## src/hw/rtl/lph_pkg.sv

```systemverilog
// shared types and constants for the linear-probing hash table
// no dependencies

package lph_pkg;

    localparam int KEY_W    = 31;
    localparam int VAL_W    = 16;
    localparam int STATUS_W = 2;
    localparam int SLOT_W   = 4;

    typedef enum logic [STATUS_W-1:0] {
        ST_INSERTED  = 2'd0,
        ST_FULL      = 2'd1,
        ST_FOUND     = 2'd2,
        ST_NOT_FOUND = 2'd3
    } t_status;

    typedef enum logic {
        OP_INSERT = 1'b0,
        OP_SEARCH = 1'b1
    } t_op;

    // controller to datapath
    typedef struct packed {
        logic    clr_write;
        logic    load;
        logic    mod_step;
        logic    probe_start;
        logic    probe_step;
        logic    ins_write;
        logic    result_valid;
        t_status result_code;
    } t_cmd;

    // datapath to controller
    typedef struct packed {
        logic clr_last;
        logic mod_last;
        t_op  op;
        logic slot_empty;
        logic key_match;
        logic lap_last;
    } t_stat;

endpackage

```

## src/hw/rtl/lph_ram.sv

```systemverilog
// generic single-port-write, single-port-read ram with registered read data
// no dependencies

module lph_ram #(
    parameter int WIDTH = 48,
    parameter int DEPTH = 16
) (
    input  logic                     i_clk,
    input  logic                     i_wr_en,
    input  logic [$clog2(DEPTH)-1:0] i_wr_addr,
    input  logic [WIDTH-1:0]         i_wr_data,
    input  logic [$clog2(DEPTH)-1:0] i_rd_addr,
    output logic [WIDTH-1:0]         o_rd_data
);

    logic [WIDTH-1:0] r_mem [DEPTH];
    logic [WIDTH-1:0] r_rd_data;

    always_ff @(posedge i_clk) begin
        if (i_wr_en) begin
            r_mem[i_wr_addr] <= i_wr_data;
        end
        r_rd_data <= r_mem[i_rd_addr];
    end

    assign o_rd_data = r_rd_data;

endmodule

```

## src/hw/rtl/lph_ctrl.sv

```systemverilog
// controller state machine: clearing pass, key reduction, probe decisions
// depends on lph_pkg

module lph_ctrl (
    input  logic          i_clk,
    input  logic          i_rst_n,
    input  logic          i_start,
    input  lph_pkg::t_stat i_stat,
    output lph_pkg::t_cmd  o_cmd,
    output logic          o_busy
);

    typedef enum logic [2:0] {
        S_CLEAR,
        S_IDLE,
        S_MOD,
        S_HOME,
        S_PROBE
    } t_state;

    t_state r_state;
    t_state n_state;
    logic   r_busy;
    logic   n_busy;
    lph_pkg::t_cmd cmd;

    always_comb begin
        n_state          = r_state;
        cmd              = '0;
        cmd.result_code  = lph_pkg::ST_INSERTED;
        case (r_state)
            S_CLEAR: begin
                cmd.clr_write = 1'b1;
                if (i_stat.clr_last) begin
                    n_state = S_IDLE;
                end
            end
            S_IDLE: begin
                if (i_start && !r_busy) begin
                    cmd.load = 1'b1;
                    n_state  = S_MOD;
                end
            end
            S_MOD: begin
                cmd.mod_step = 1'b1;
                if (i_stat.mod_last) begin
                    n_state = S_HOME;
                end
            end
            S_HOME: begin
                cmd.probe_start = 1'b1;
                n_state         = S_PROBE;
            end
            S_PROBE: begin
                if (i_stat.op == lph_pkg::OP_INSERT) begin
                    if (i_stat.slot_empty) begin
                        cmd.ins_write    = 1'b1;
                        cmd.result_valid = 1'b1;
                        cmd.result_code  = lph_pkg::ST_INSERTED;
                        n_state          = S_IDLE;
                    end else if (i_stat.lap_last) begin
                        cmd.result_valid = 1'b1;
                        cmd.result_code  = lph_pkg::ST_FULL;
                        n_state          = S_IDLE;
                    end else begin
                        cmd.probe_step = 1'b1;
                    end
                end else begin
                    if (i_stat.slot_empty) begin
                        cmd.result_valid = 1'b1;
                        cmd.result_code  = lph_pkg::ST_NOT_FOUND;
                        n_state          = S_IDLE;
                    end else if (i_stat.key_match) begin
                        cmd.result_valid = 1'b1;
                        cmd.result_code  = lph_pkg::ST_FOUND;
                        n_state          = S_IDLE;
                    end else if (i_stat.lap_last) begin
                        cmd.result_valid = 1'b1;
                        cmd.result_code  = lph_pkg::ST_NOT_FOUND;
                        n_state          = S_IDLE;
                    end else begin
                        cmd.probe_step = 1'b1;
                    end
                end
            end
            default: begin
                n_state = S_IDLE;
            end
        endcase
        n_busy = (n_state != S_IDLE);
    end

    always_ff @(posedge i_clk) begin
        if (!i_rst_n) begin
            r_state <= S_CLEAR;
            r_busy  <= 1'b1;
        end else begin
            r_state <= n_state;
            r_busy  <= n_busy;
        end
    end

    assign o_cmd  = cmd;
    assign o_busy = r_busy;

endmodule

```

## src/hw/rtl/lph_dp.sv

```systemverilog
// datapath: request registers, reciprocal key modulo, probe index, slot ram, result registers
// depends on lph_pkg and lph_ram

module lph_dp #(
    parameter int SLOTS = 16
) (
    input  logic                        i_clk,
    input  logic                        i_rst_n,
    input  lph_pkg::t_cmd               i_cmd,
    input  logic                        i_operation,
    input  logic [lph_pkg::KEY_W-1:0]   i_key,
    input  logic [lph_pkg::VAL_W-1:0]   i_value,
    output lph_pkg::t_stat              o_stat,
    output logic                        o_valid,
    output logic [lph_pkg::STATUS_W-1:0] o_status,
    output logic [lph_pkg::SLOT_W-1:0]  o_slot,
    output logic [lph_pkg::VAL_W-1:0]   o_found_value
);

    localparam int KEY_W   = lph_pkg::KEY_W;
    localparam int IDX_W   = $clog2(SLOTS);
    localparam int ENTRY_W = 1 + lph_pkg::KEY_W + lph_pkg::VAL_W;
    localparam int EXT_W   = (IDX_W > lph_pkg::SLOT_W) ? IDX_W : lph_pkg::SLOT_W;
    localparam logic [IDX_W-1:0] LAST_IDX = IDX_W'(SLOTS - 1);
    localparam logic [KEY_W-1:0] SLOTS_K  = KEY_W'(SLOTS);
    localparam logic [KEY_W-1:0] RECIP    = KEY_W'((64'd1 << KEY_W) / SLOTS);

    logic                      r_op;
    logic [lph_pkg::KEY_W-1:0] r_key;
    logic [lph_pkg::VAL_W-1:0] r_value;
    logic [1:0]                r_mod_cnt;
    logic [2*KEY_W-1:0]        r_prod;
    logic [KEY_W-1:0]          r_qd;
    logic [IDX_W-1:0]          r_rem;
    logic [IDX_W-1:0]          r_idx;
    logic [IDX_W-1:0]          r_cnt;
    logic [IDX_W-1:0]          r_clr_idx;
    logic                      r_valid;
    logic [lph_pkg::STATUS_W-1:0] r_status;
    logic [lph_pkg::SLOT_W-1:0] r_slot;
    logic [lph_pkg::VAL_W-1:0] r_found_value;

    logic [KEY_W-1:0]          quot;
    logic [KEY_W-1:0]          diff;
    logic [IDX_W-1:0]          n_rem;
    logic [IDX_W-1:0]          idx_next;
    logic [EXT_W-1:0]          idx_ext;
    logic                      wr_en;
    logic [IDX_W-1:0]          wr_addr;
    logic [ENTRY_W-1:0]        wr_data;
    logic [IDX_W-1:0]          rd_addr;
    logic [ENTRY_W-1:0]        rd_data;
    logic                      rd_used;
    logic [lph_pkg::KEY_W-1:0] rd_key;
    logic [lph_pkg::VAL_W-1:0] rd_value;
    logic                      hit;

    // reciprocal quotient is exact or one short, so one subtract corrects it
    assign quot  = r_prod[2*KEY_W-1:KEY_W];
    assign diff  = r_key - r_qd;
    assign n_rem = (diff >= SLOTS_K) ? IDX_W'(diff - SLOTS_K) : diff[IDX_W-1:0];

    assign idx_next = (r_idx == LAST_IDX) ? '0 : r_idx + 1'b1;
    assign idx_ext  = EXT_W'(r_idx);

    assign wr_en   = i_cmd.clr_write | i_cmd.ins_write;
    assign wr_addr = i_cmd.clr_write ? r_clr_idx : r_idx;
    assign wr_data = i_cmd.clr_write ? '0 : {1'b1, r_key, r_value};
    assign rd_addr = i_cmd.probe_start ? r_rem : idx_next;

    lph_ram #(
        .WIDTH (ENTRY_W),
        .DEPTH (SLOTS)
    ) u_ram (
        .i_clk     (i_clk),
        .i_wr_en   (wr_en),
        .i_wr_addr (wr_addr),
        .i_wr_data (wr_data),
        .i_rd_addr (rd_addr),
        .o_rd_data (rd_data)
    );

    assign rd_used  = rd_data[ENTRY_W-1];
    assign rd_key   = rd_data[ENTRY_W-2 -: lph_pkg::KEY_W];
    assign rd_value = rd_data[lph_pkg::VAL_W-1:0];
    assign hit      = rd_used && (rd_key == r_key);

    always_comb begin
        o_stat            = '0;
        o_stat.clr_last   = (r_clr_idx == LAST_IDX);
        o_stat.mod_last   = (r_mod_cnt == 2'd0);
        o_stat.op         = lph_pkg::t_op'(r_op);
        o_stat.slot_empty = !rd_used;
        o_stat.key_match  = hit;
        o_stat.lap_last   = (r_cnt == LAST_IDX);
    end

    always_ff @(posedge i_clk) begin
        if (!i_rst_n) begin
            r_clr_idx <= '0;
            r_valid   <= 1'b0;
        end else begin
            if (i_cmd.clr_write) begin
                r_clr_idx <= r_clr_idx + 1'b1;
            end
            r_valid <= i_cmd.result_valid;
        end
    end

    always_ff @(posedge i_clk) begin
        if (i_cmd.load) begin
            r_op      <= i_operation;
            r_key     <= i_key;
            r_value   <= i_value;
            r_rem     <= '0;
            r_mod_cnt <= 2'd2;
        end
        if (i_cmd.mod_step) begin
            r_prod    <= {{KEY_W{1'b0}}, r_key} * {{KEY_W{1'b0}}, RECIP};
            r_qd      <= quot * SLOTS_K;
            r_rem     <= n_rem;
            r_mod_cnt <= r_mod_cnt - 1'b1;
        end
        if (i_cmd.probe_start) begin
            r_idx <= r_rem;
            r_cnt <= '0;
        end
        if (i_cmd.probe_step) begin
            r_idx <= idx_next;
            r_cnt <= r_cnt + 1'b1;
        end
        if (i_cmd.result_valid) begin
            r_status <= i_cmd.result_code;
            if (i_cmd.result_code == lph_pkg::ST_INSERTED ||
                i_cmd.result_code == lph_pkg::ST_FOUND) begin
                r_slot <= idx_ext[lph_pkg::SLOT_W-1:0];
            end else begin
                r_slot <= '0;
            end
            if (i_cmd.result_code == lph_pkg::ST_FOUND) begin
                r_found_value <= rd_value;
            end else begin
                r_found_value <= '0;
            end
        end
    end

    assign o_valid       = r_valid;
    assign o_status      = r_status;
    assign o_slot        = r_slot;
    assign o_found_value = r_found_value;

endmodule

```

## src/hw/rtl/linear_probe_hash_table.sv

```systemverilog
// top level of the linear-probing hash table: controller plus datapath
// depends on lph_pkg, lph_ctrl, lph_dp
//
// channel   direction  handshake           payload
// request   in         start, busy         i_operation, i_key, i_value
// result    out        o_valid (strobe)    o_status, o_slot, o_found_value
//
// the result strobe follows the key modulo SLOTS by reciprocal multiply (product, then
// quotient times SLOTS, then the remainder with one corrective subtract), the home-slot
// ram read, then 1 to SLOTS probed slots at one per cycle on the ram read port
// busy falls with the strobe, so the next request can be taken at the edge ending it
// after reset a clearing pass empties the slot ram, busy held high
// results cannot be stalled

module linear_probe_hash_table #(
    parameter int SLOTS = 16
) (
    input  logic                         i_clk,
    input  logic                         i_rst_n,
    input  logic                         start,
    output logic                         busy,
    input  logic                         i_operation,
    input  logic [lph_pkg::KEY_W-1:0]    i_key,
    input  logic [lph_pkg::VAL_W-1:0]    i_value,
    output logic                         o_valid,
    output logic [lph_pkg::STATUS_W-1:0] o_status,
    output logic [lph_pkg::SLOT_W-1:0]   o_slot,
    output logic [lph_pkg::VAL_W-1:0]    o_found_value
);

    lph_pkg::t_cmd  cmd;
    lph_pkg::t_stat stat;

    lph_ctrl u_ctrl (
        .i_clk   (i_clk),
        .i_rst_n (i_rst_n),
        .i_start (start),
        .i_stat  (stat),
        .o_cmd   (cmd),
        .o_busy  (busy)
    );

    lph_dp #(
        .SLOTS (SLOTS)
    ) u_dp (
        .i_clk         (i_clk),
        .i_rst_n       (i_rst_n),
        .i_cmd         (cmd),
        .i_operation   (i_operation),
        .i_key         (i_key),
        .i_value       (i_value),
        .o_stat        (stat),
        .o_valid       (o_valid),
        .o_status      (o_status),
        .o_slot        (o_slot),
        .o_found_value (o_found_value)
    );

`ifndef SYNTHESIS
    a_busy_after_accept: assert property (@(posedge i_clk) disable iff (!i_rst_n)
        start && !busy |=> busy)
        else $error("busy low after accepted request");

    a_single_strobe: assert property (@(posedge i_clk) disable iff (!i_rst_n)
        o_valid |=> !o_valid)
        else $error("result strobe longer than one cycle");

    a_strobe_ends_busy: assert property (@(posedge i_clk) disable iff (!i_rst_n)
        o_valid |-> !busy)
        else $error("busy still high with result strobe");

    a_miss_fields_zero: assert property (@(posedge i_clk) disable iff (!i_rst_n)
        o_valid && (o_status == lph_pkg::ST_FULL || o_status == lph_pkg::ST_NOT_FOUND)
        |-> (o_slot == '0) && (o_found_value == '0))
        else $error("nonzero fields on full or not found");

    a_insert_value_zero: assert property (@(posedge i_clk) disable iff (!i_rst_n)
        o_valid && (o_status == lph_pkg::ST_INSERTED) |-> (o_found_value == '0))
        else $error("nonzero value on insert result");
`endif

endmodule
```

## config.mk

```make
export PLATFORM = sky130hd
export DESIGN_NAME = linear_probe_hash_table
export DESIGN_NICKNAME = d
export VERILOG_FILES = /design/src/hw/rtl/lph_pkg.sv /design/src/hw/rtl/lph_ram.sv /design/src/hw/rtl/lph_ctrl.sv /design/src/hw/rtl/lph_dp.sv /design/src/hw/rtl/linear_probe_hash_table.sv
export SDC_FILE = /design/constraint.sdc
export NUM_CORES = 1
export LEC_CHECK = 0
export ABC_AREA = 0
export ABC_CLOCK_PERIOD_IN_PS = 16500
export BUFFER_PORTS_ARGS = -buffer_cell sky130_fd_sc_hd__buf_4
export CORE_AREA = 10 10 347 349
export CTS_CLUSTER_SIZE = 8
export DETAILED_ROUTE_END_ITERATION = 7
export DIE_AREA = 0 0 357 359
export GPL_ROUTABILITY_DRIVEN = 0
export GPL_TIMING_DRIVEN = 0
export HOLD_SLACK_MARGIN = 0.03
export PLACE_DENSITY = 0.54
export SYNTH_ARGS = -nofsm -noshare
export SYNTH_HDL_FRONTEND = slang
export SYNTH_HIERARCHICAL = 1
export SYNTH_SLANG_ARGS = --single-unit
export TNS_END_PERCENT = 1
```

## constraint.sdc

```tcl
create_clock -name i_clk -period 16.5 [get_ports i_clk]
set_clock_uncertainty 0.1 [all_clocks]
set_input_delay 3.3 -clock i_clk [delete_from_list [all_inputs] [get_ports i_clk]]
set_output_delay 3.3 -clock i_clk [all_outputs]
set_load 0.01 [all_outputs]
```

==> results by group, run 1 <==
Min path
  • Hold Crit Class: reg -> reg
  • Hold depth: 1
  • Min-Delay Endpoint: u_dp/o_found_value[8]
  • HP Start: u_dp/u_ram/o_rd_data[8]

CTS
  • H-tree depth: 4
  • CTS clock-pin slew for the worst setup and hold paths: 0.05 ns
  • Root Driver: clkbuf_16
  • CTS Buffer Depth: 3
  • Clock Sinks: 909
  • Number of CTS-inserted buffers: 131
  • Cts hold-fix bufs: 0
  • Setup bufs post-CTS: 0
  • Post-cts gate resize count: 0
  • CTS tree: built
  • Worst-Skew Late Latency: 0.70 ns

Setup path
  • Worst path top cell family by delay: flip-flops
  • Required @ worst endpoint: 13.10 ns
  • Critical Path Source: u_dp/o_found_value[15]
  • Slowest stage delay, CP: 0.47 ns
  • RR Endpoint: u_dp/u_ram/r_mem[8][27]
  • Reg2reg path depth: 8
  • R2r startpoint: u_ctrl/r_state[1]
  • Crit Path Class: reg -> out
  • CP Launch Type: flop
  • Worst Path Max Fanout: 1
  • Flop2flop setup slack: 12.08 ns
  • Worst path slowest cell: edfxtp_1
  • Crit. End Element: primary output
  • CP Data Arrival Time: 1.36 ns
  • WP buf/inv: 1
  • Sequence of cells on the critical path: buf_4

STA
  • Hold slack: 0.399 ns
  • Final setup violation count: 0
  • Sum Neg Setup Slack: 0 ns
  • Worst-Margin Slew: 1.10 ns
  • Slew Limit Fails: 0
  • Tcrit/Tclk final: 28.9%
  • RSZ-0062 raised after global routing: no
  • Final hold vios: 0
  • Relative slew slack: 26.3%
  • Minimum clock period after layout: 4.76 ns
  • Fmax: 0.210 GHz

Detailed routing
  • Routed WL: 84800 um
  • Initial drt markers: 1733
  • Antenna Violating Nets Remaining: 0
  • Vias: 16500
  • Via density: 4.85
  • DRC Markers: 0
  • DR WL/cell: 24.9 um
  • DRT Pass-1 Iters: 5

Power and ir drop
  • LEAKAGE: 0.0124 uW
  • Sequential power share: 49.9%
  • Clock network fraction of design power: 47.9%
  • P_sw: 1040 uW
  • Combinational power share: 2.2%
  • Sw frac: 20.3%
  • Int Pwr: 4080 uW
  • Peak VDD IR: 0.0950 mV
  • P per Cell Area: 124 nW/um^2

Global routing
  • Initial antenna violation count: 1
  • Number of global-route vias before repair: 17200
  • First-pass GRT wire length: 122000 um
  • Largest net degree at the start of global routing: 25
  • Grt total ovfl: 0
  • Overall Global Routing Usage: 13.1%

Synthesis
  • Yosys cell types: 48
  • Cell count after synthesis: 1542
  • Yosys Warn Count: 6
  • Syn Nets: 1597
  • Avg Cell Area, Syn: 21.9 sq um
  • #FFs+latches synth: 909
  • Synth area leader: edfxtp_1
  • Synth area leaders: edfxtp_1 (76%), mux4_2 (13%), dfxtp_1 (3.4%)
  • Mapped cell area: 33800 sq um
  • Seq/Total Area, Yosys: 79.0%
  • Share of the synthesized area in the top cell type: 75.6%

Die
  • Die area: 128000 sq um
  • Core box area: 114000 sq um
  • Die width: 357 um
  • I/O pin count: 75
  • Starting Density: 29.8%
  • Core Rows: 124
  • Die Y-Extent: 359 um

Final layout
  • Layout cells sized above 1: 28.4%
  • Layout net count: 1860
  • P&R area growth vs syn: 21.7%

Place
  • PortBufs: 74
  • HPWL Detailed: 54700 um

Run status
  • Run status: complete, no violations

Job
  • Max cap viols: 0
-- cell families (layout without fill, tap and decap cells) --
family | Yosys count | in the layout | share of synthesized area (%)
DFF | 909 | 909 | 79.0
muxes | 203 | 203 | 13.1
and+or+nand+nor | 200 | 200 | 3.26
AOI/OAI and AO/OA | 111 | 111 | 2.41
buffers and inverters | 78 | 432 | 1.11
xor gates and xnor gates | 37 | 37 | 0.958
adders and majority gates | 4 | 4 | 0.148
other | 0 | 2 | 0
-- through the flow --
| stage | setup slack [ns] | utilization [%] | std cells | instance area, sq um | power (uW) |
|---|---|---|---|---|---|
| after floorplan | 10.08 | - | 1542 | 33800 | 2650 |
| after detailed placement | 11.40 | 32.9 | 3184 | 37400 | 2710 |
| after CTS | 11.67 | 36.3 | 3408 | 41200 | 5180 |
| after global routing | 11.67 | 36.3 | 3408 | 41200 | 5300 |
| after global placement | 5.45 | 32.0 | 3128 | 36300 | 2700 |
| final | 11.74 | 36.3 | 3410 | 41200 | 5120 |
-- per-layer routing --
layer	part of all wire (%)	track usage, %	up-vias	routed length [um]
li1	-	-	6943	-
met1	44	18.2	8813	37000
met5	0	0	-	0
met3	7.2	2.97	125	6130
met4	2.3	4.00	0	1940
met2	47	20.3	652	39700
-- power by group through the flow --
| stage | Clock [uW] | Combinational, uW | Sequential [uW] |
|---|---|---|---|
| final | 2450 | 113 | 2560 |
| after global routing | 2620 | 121 | 2560 |
| after CTS | 2510 | 115 | 2560 |
| after detailed placement | 0 | 114 | 2600 |
| after global placement | 0 | 94.8 | 2610 |
| after floorplan | 0 | 53.1 | 2600 |
-- area by class of cell --
cell class / instances / area, sq um
Sequential cell: 909 / 26700
Buffer: 73 / 358
Clock inverter: 15 / 238
Clock buffer: 209 / 3570
Multi-Input combinational cell: 555 / 6860
Timing Repair Buffer: 130 / 1520
Tap cell: 1512 / 1890
Antenna cell: 2 / 5.00
Fill cell: 10500 / 72400
Inverter: 5 / 18.8
-- cells in the mapped netlist, drive strengths merged --
master  count
a211oi      1
a21o        1
a21oi       4
a22oi      96
a31oi       2
and2       30
and2b       4
and3        2
buf        43
clkbuf     30
dfxtp      57
edfxtp    852
ha          4
inv         5
mux2       10
mux2i       1
mux4      192
nand2      56
nand2b      2
nand3       2
nand3b      2
nand4       4
nand4b      1
nor2       19
nor2b      57
nor3        6
nor3b       1
nor4        7
nor4b       1
o211ai      1
o21a        2
o21ai       3
o31ai       1
or2         3
or2b        1
or3b        2
xnor2      10
xor2       27
-- registers in the layout, indices dropped and copies added, names as in the netlist --
name / cells
u_dp/o_slot: 4
u_dp/o_valid: 1
u_dp/r_cnt: 4
u_dp/o_found_value: 16
u_dp/r_mod_cnt: 2
u_dp/u_ram/o_rd_data: 48
u_dp/r_clr_idx: 4
u_dp/r_value: 16
u_ctrl/r_state: 3
u_dp/r_rem: 4
u_dp/r_op: 1
u_dp/idx_ext: 4
u_dp/r_key: 31
u_dp/u_ram/r_mem: 768
u_dp/o_status: 2
u_ctrl/o_busy: 1
-- placed cells by master, fill, tap and decap left out, types with 5 or more instances in the layout --
cell | Yosys | routed
edfxtp_1 | 852 | 852
mux4_2 | 192 | 192
clkbuf_16 | 0 | 131
clkbuf_1 | 30 | 108
a22oi_1 | 96 | 96
buf_4 | 20 | 95
dfxtp_1 | 57 | 57
nor2b_1 | 56 | 56
nand2_1 | 56 | 56
and2_1 | 29 | 29
xor2_1 | 27 | 27
buf_12 | 0 | 22
buf_6 | 0 | 22
buf_1 | 16 | 16
nor2_4 | 1 | 14
mux2_2 | 10 | 10
xnor2_1 | 10 | 10
buf_16 | 0 | 8
buf_2 | 7 | 7
inv_6 | 0 | 6
nor2_1 | 18 | 5
nor4_1 | 5 | 5
-- worst register-to-register path: stages, from the launching register on --
cell,delay (ns)
dfxtp_1,0.40
nor3_1,0.52
clkbuf_1,0.71
o21ai_0,0.37
nand3b_1,0.48
nor3_2,0.89
buf_8,0.24
buf_4,0.22
buf_8,0.18
-- how the worst max path moves through the flow --
stage	endpoint	slack (ns)	cells past startpoint
after floorplan	u_dp/r_mod_cnt[0]	10.08	4
after detailed placement	u_dp/r_rem[0]	11.40	7
after global routing	o_found_value[15]	11.67	1
final	o_found_value[15]	11.74	1
after global placement	u_dp/u_ram/r_mem[0][29]	5.45	5
after CTS	o_found_value[15]	11.67	1
Note: power is estimated with default switching activity, not from simulation.
==> inputs of run 2 (changes only) <==
--- a/config.mk
+++ b/config.mk
@@ -6,7 +6,7 @@
 export NUM_CORES = 1
 export LEC_CHECK = 0
 export ABC_AREA = 0
-export ABC_CLOCK_PERIOD_IN_PS = 16500
+export ABC_CLOCK_PERIOD_IN_PS = 5000
 export BUFFER_PORTS_ARGS = -buffer_cell sky130_fd_sc_hd__buf_4
 export CORE_AREA = 10 10 347 349
 export CTS_CLUSTER_SIZE = 8
==> constraint.sdc (replaced) <==
create_clock -name i_clk -period 5 [get_ports i_clk]
set_clock_uncertainty 0.1 [all_clocks]
set_input_delay 1 -clock i_clk [delete_from_list [all_inputs] [get_ports i_clk]]
set_output_delay 1 -clock i_clk [all_outputs]
set_load 0.01 [all_outputs]
==> run 2 against run 1 <==
  * Largest power group unchanged
  * Worst hold slack lost 0.033 ns
  * Clock power grew to 3.3 times the previous value
  * Worst setup slack lost 11 ns
  * Combinational power grew to 3.4 times the previous value
  * Cell area is essentially flat
  * Critical path depth grew 6
  * Utilization is essentially flat
  * Sequential share of layout area shrank 0.063 points
  * Largest cell class unchanged
  * Critical path type is now reg -> reg
  * Die area is the same
  * Global-route usage is essentially flat
  * Clock-buffer cell count grew 5
==> results by group, run 2 (same netlist as run 1, synthesis figures left out) <==
Run status
  • Run status: complete, no violations

Die
  • Die area: 128000 sq um
  • Core Rows: 124
  • I/O pin count: 75
  • Core box area: 114000 sq um
  • Starting Density: 29.8%
  • Die Y-Extent: 359 um
  • Die width: 357 um

Global routing
  • Initial antenna violation count: 3
  • First-pass GRT wire length: 122000 um
  • Number of global-route vias before repair: 17300
  • Grt total ovfl: 0
  • Overall Global Routing Usage: 13.1%
  • Largest net degree at the start of global routing: 25

Final layout
  • Layout cells sized above 1: 28.4%
  • Top reg by flops: u_dp/u_ram/r_mem
  • Max reg flops: 768
  • Most common cell after layout, fill and taps aside: edfxtp_1
  • Number of diodes: 0
  • Cell area after layout: 41200 sq um
  • Layout net count: 1859
  • Commonest non-fill, non-tap cells in the layout: edfxtp_1 (852), mux4_2 (192), clkbuf_16 (136)
  • P&R area growth vs syn: 21.8%
  • Fillcell total: 10400
  • Register area: 26700 sq um
  • Multi-input gate area: 6860 sq um

STA
  • Tcrit/Tclk final: 88.2%
  • Minimum clock period after layout: 4.41 ns
  • Sum Neg Setup Slack: 0 ns
  • Final setup violation count: 0
  • Slew Limit Fails: 0
  • Worst-Margin Slew: 1.17 ns
  • Relative slew slack: 21.8%
  • Final hold vios: 0
  • Fmax: 0.227 GHz
  • Setup ws final: 0.588 ns
  • RSZ-0062 raised after global routing: no

Power and ir drop
  • Int Pwr: 13600 uW
  • Combinational power share: 2.3%
  • P_sw: 3390 uW
  • Overall power: 17000 uW
  • LEAKAGE: 0.0124 uW
  • Sw frac: 20.0%
  • Clock network fraction of design power: 48.1%
  • P per Cell Area: 412 nW/um^2
  • Sequential power share: 49.6%
  • Peak VDD IR: 0.323 mV

CTS
  • H-tree depth: 4
  • Clock Sinks: 909
  • Setup bufs post-CTS: 0
  • Number of CTS-inserted buffers: 132
  • Post-cts gate resize count: 0
  • CTS clock-pin slew for the worst setup and hold paths: 0.05 ns
  • Cts hold-fix bufs: 0
  • CTS Buffer Depth: 3
  • Root Driver: clkbuf_16
  • CTS tree: built
  • Worst-Skew Late Latency: 0.71 ns

Detailed routing
  • DRC Markers: 0
  • DR WL/cell: 24.9 um
  • Vias: 16300
  • Via density: 4.80
  • Routed WL: 84700 um
  • Initial drt markers: 1744
  • Antenna Violating Nets Remaining: 0
  • DRT Pass-1 Iters: 7

Min path
  • Hold Crit Class: in -> reg

Setup path
  • CP Launch Type: flop
  • Crit. End Element: flop
  • Crit Path Class: reg -> reg
  • CP Data Arrival Time: 4.70 ns
  • CP dominant cell by count: buf_16
  • Sequence of cells on the critical path: nor3_1 > clkbuf_1 > o21ai_0 > or3b_2 > nor3_4 > buf_16 > buf_16
  • Required @ worst endpoint: 5.29 ns
  • Slowest stage delay, CP: 0.77 ns
  • WP buf/inv: 3
  • Worst Path Max Fanout: 13
  • Worst path slowest cell: nor3_4
  • Flop2flop setup slack: 0.59 ns
  • Worst path top cell family by delay: simple AND/OR/NAND/NOR gates

Place
  • PortBufs: 74
  • Place WS: 0.668 ns
  • HPWL Detailed: 54000 um
  • Area after DPL: 37400 sq um

Job
  • Max cap viols: 0
-- run 2: cell types whose count changed in the layout (fill, tap and decap cells not counted), sizes merged --
cell / previous run / this run
diode: 2 / 0
buf: 173 / 171
clkbuf: 239 / 244
inv: 14 / 7
clkinv: 6 / 8
-- run 2: final timing paths --
path | start | end | cells after the start
max | u_ctrl/r_state[1] | u_dp/u_ram/r_mem[0][27] | 7
min | i_value[3] | u_dp/r_value[3] | 1
max reg2reg | u_ctrl/r_state[1] | u_dp/u_ram/r_mem[0][27] | 7
min reg2reg | u_dp/u_ram/o_rd_data[6] | u_dp/o_found_value[6] | 1
-- run 2: power by group through the flow --
stage               clock [uW]  combinational (uW)  sequential (uW)
detailed placement           0                 394             8580
global placement             0                 315             8600
global route              8710                 415             8440
finish                    8170                 389             8440
floorplan                    0                 176             8570
CTS                       8360                 396             8440
-- run 2: cell type report --
type / instances / share of cell area, %
Multi-Input combinational cell: 555 / 16.7
Timing Repair Buffer: 128 / 3.68
Tap cell: 1512 / 4.59
Clock buffer: 214 / 8.99
Buffer: 73 / 0.868
Clock inverter: 10 / 0.340
Sequential cell: 909 / 64.8
Inverter: 5 / 0.0455
-- run 2: per-stage QoR --
stage                     hold slack (ns)  util, %  cells
after global routing                0.322     36.3   3406
after CTS                           0.313     36.3   3406
after global placement              0.395     32.0   3128
after floorplan                     0.382        -   1542
final                               0.367     36.3   3406
after detailed placement            0.395     32.9   3182
-- run 2: layer usage --
| layer | wire, um | vias up | part of all wire, % | global-route usage, % |
|---|---|---|---|---|
| li1 | - | 6937 | - | - |
| met1 | 36700 | 8691 | 43 | 17.6 |
| met2 | 40600 | 586 | 48 | 20.7 |
| met3 | 5670 | 116 | 6.7 | 3.36 |
| met4 | 1700 | 2 | 2.0 | 3.68 |
| met5 | 87 | - | 0.10 | 0.500 |
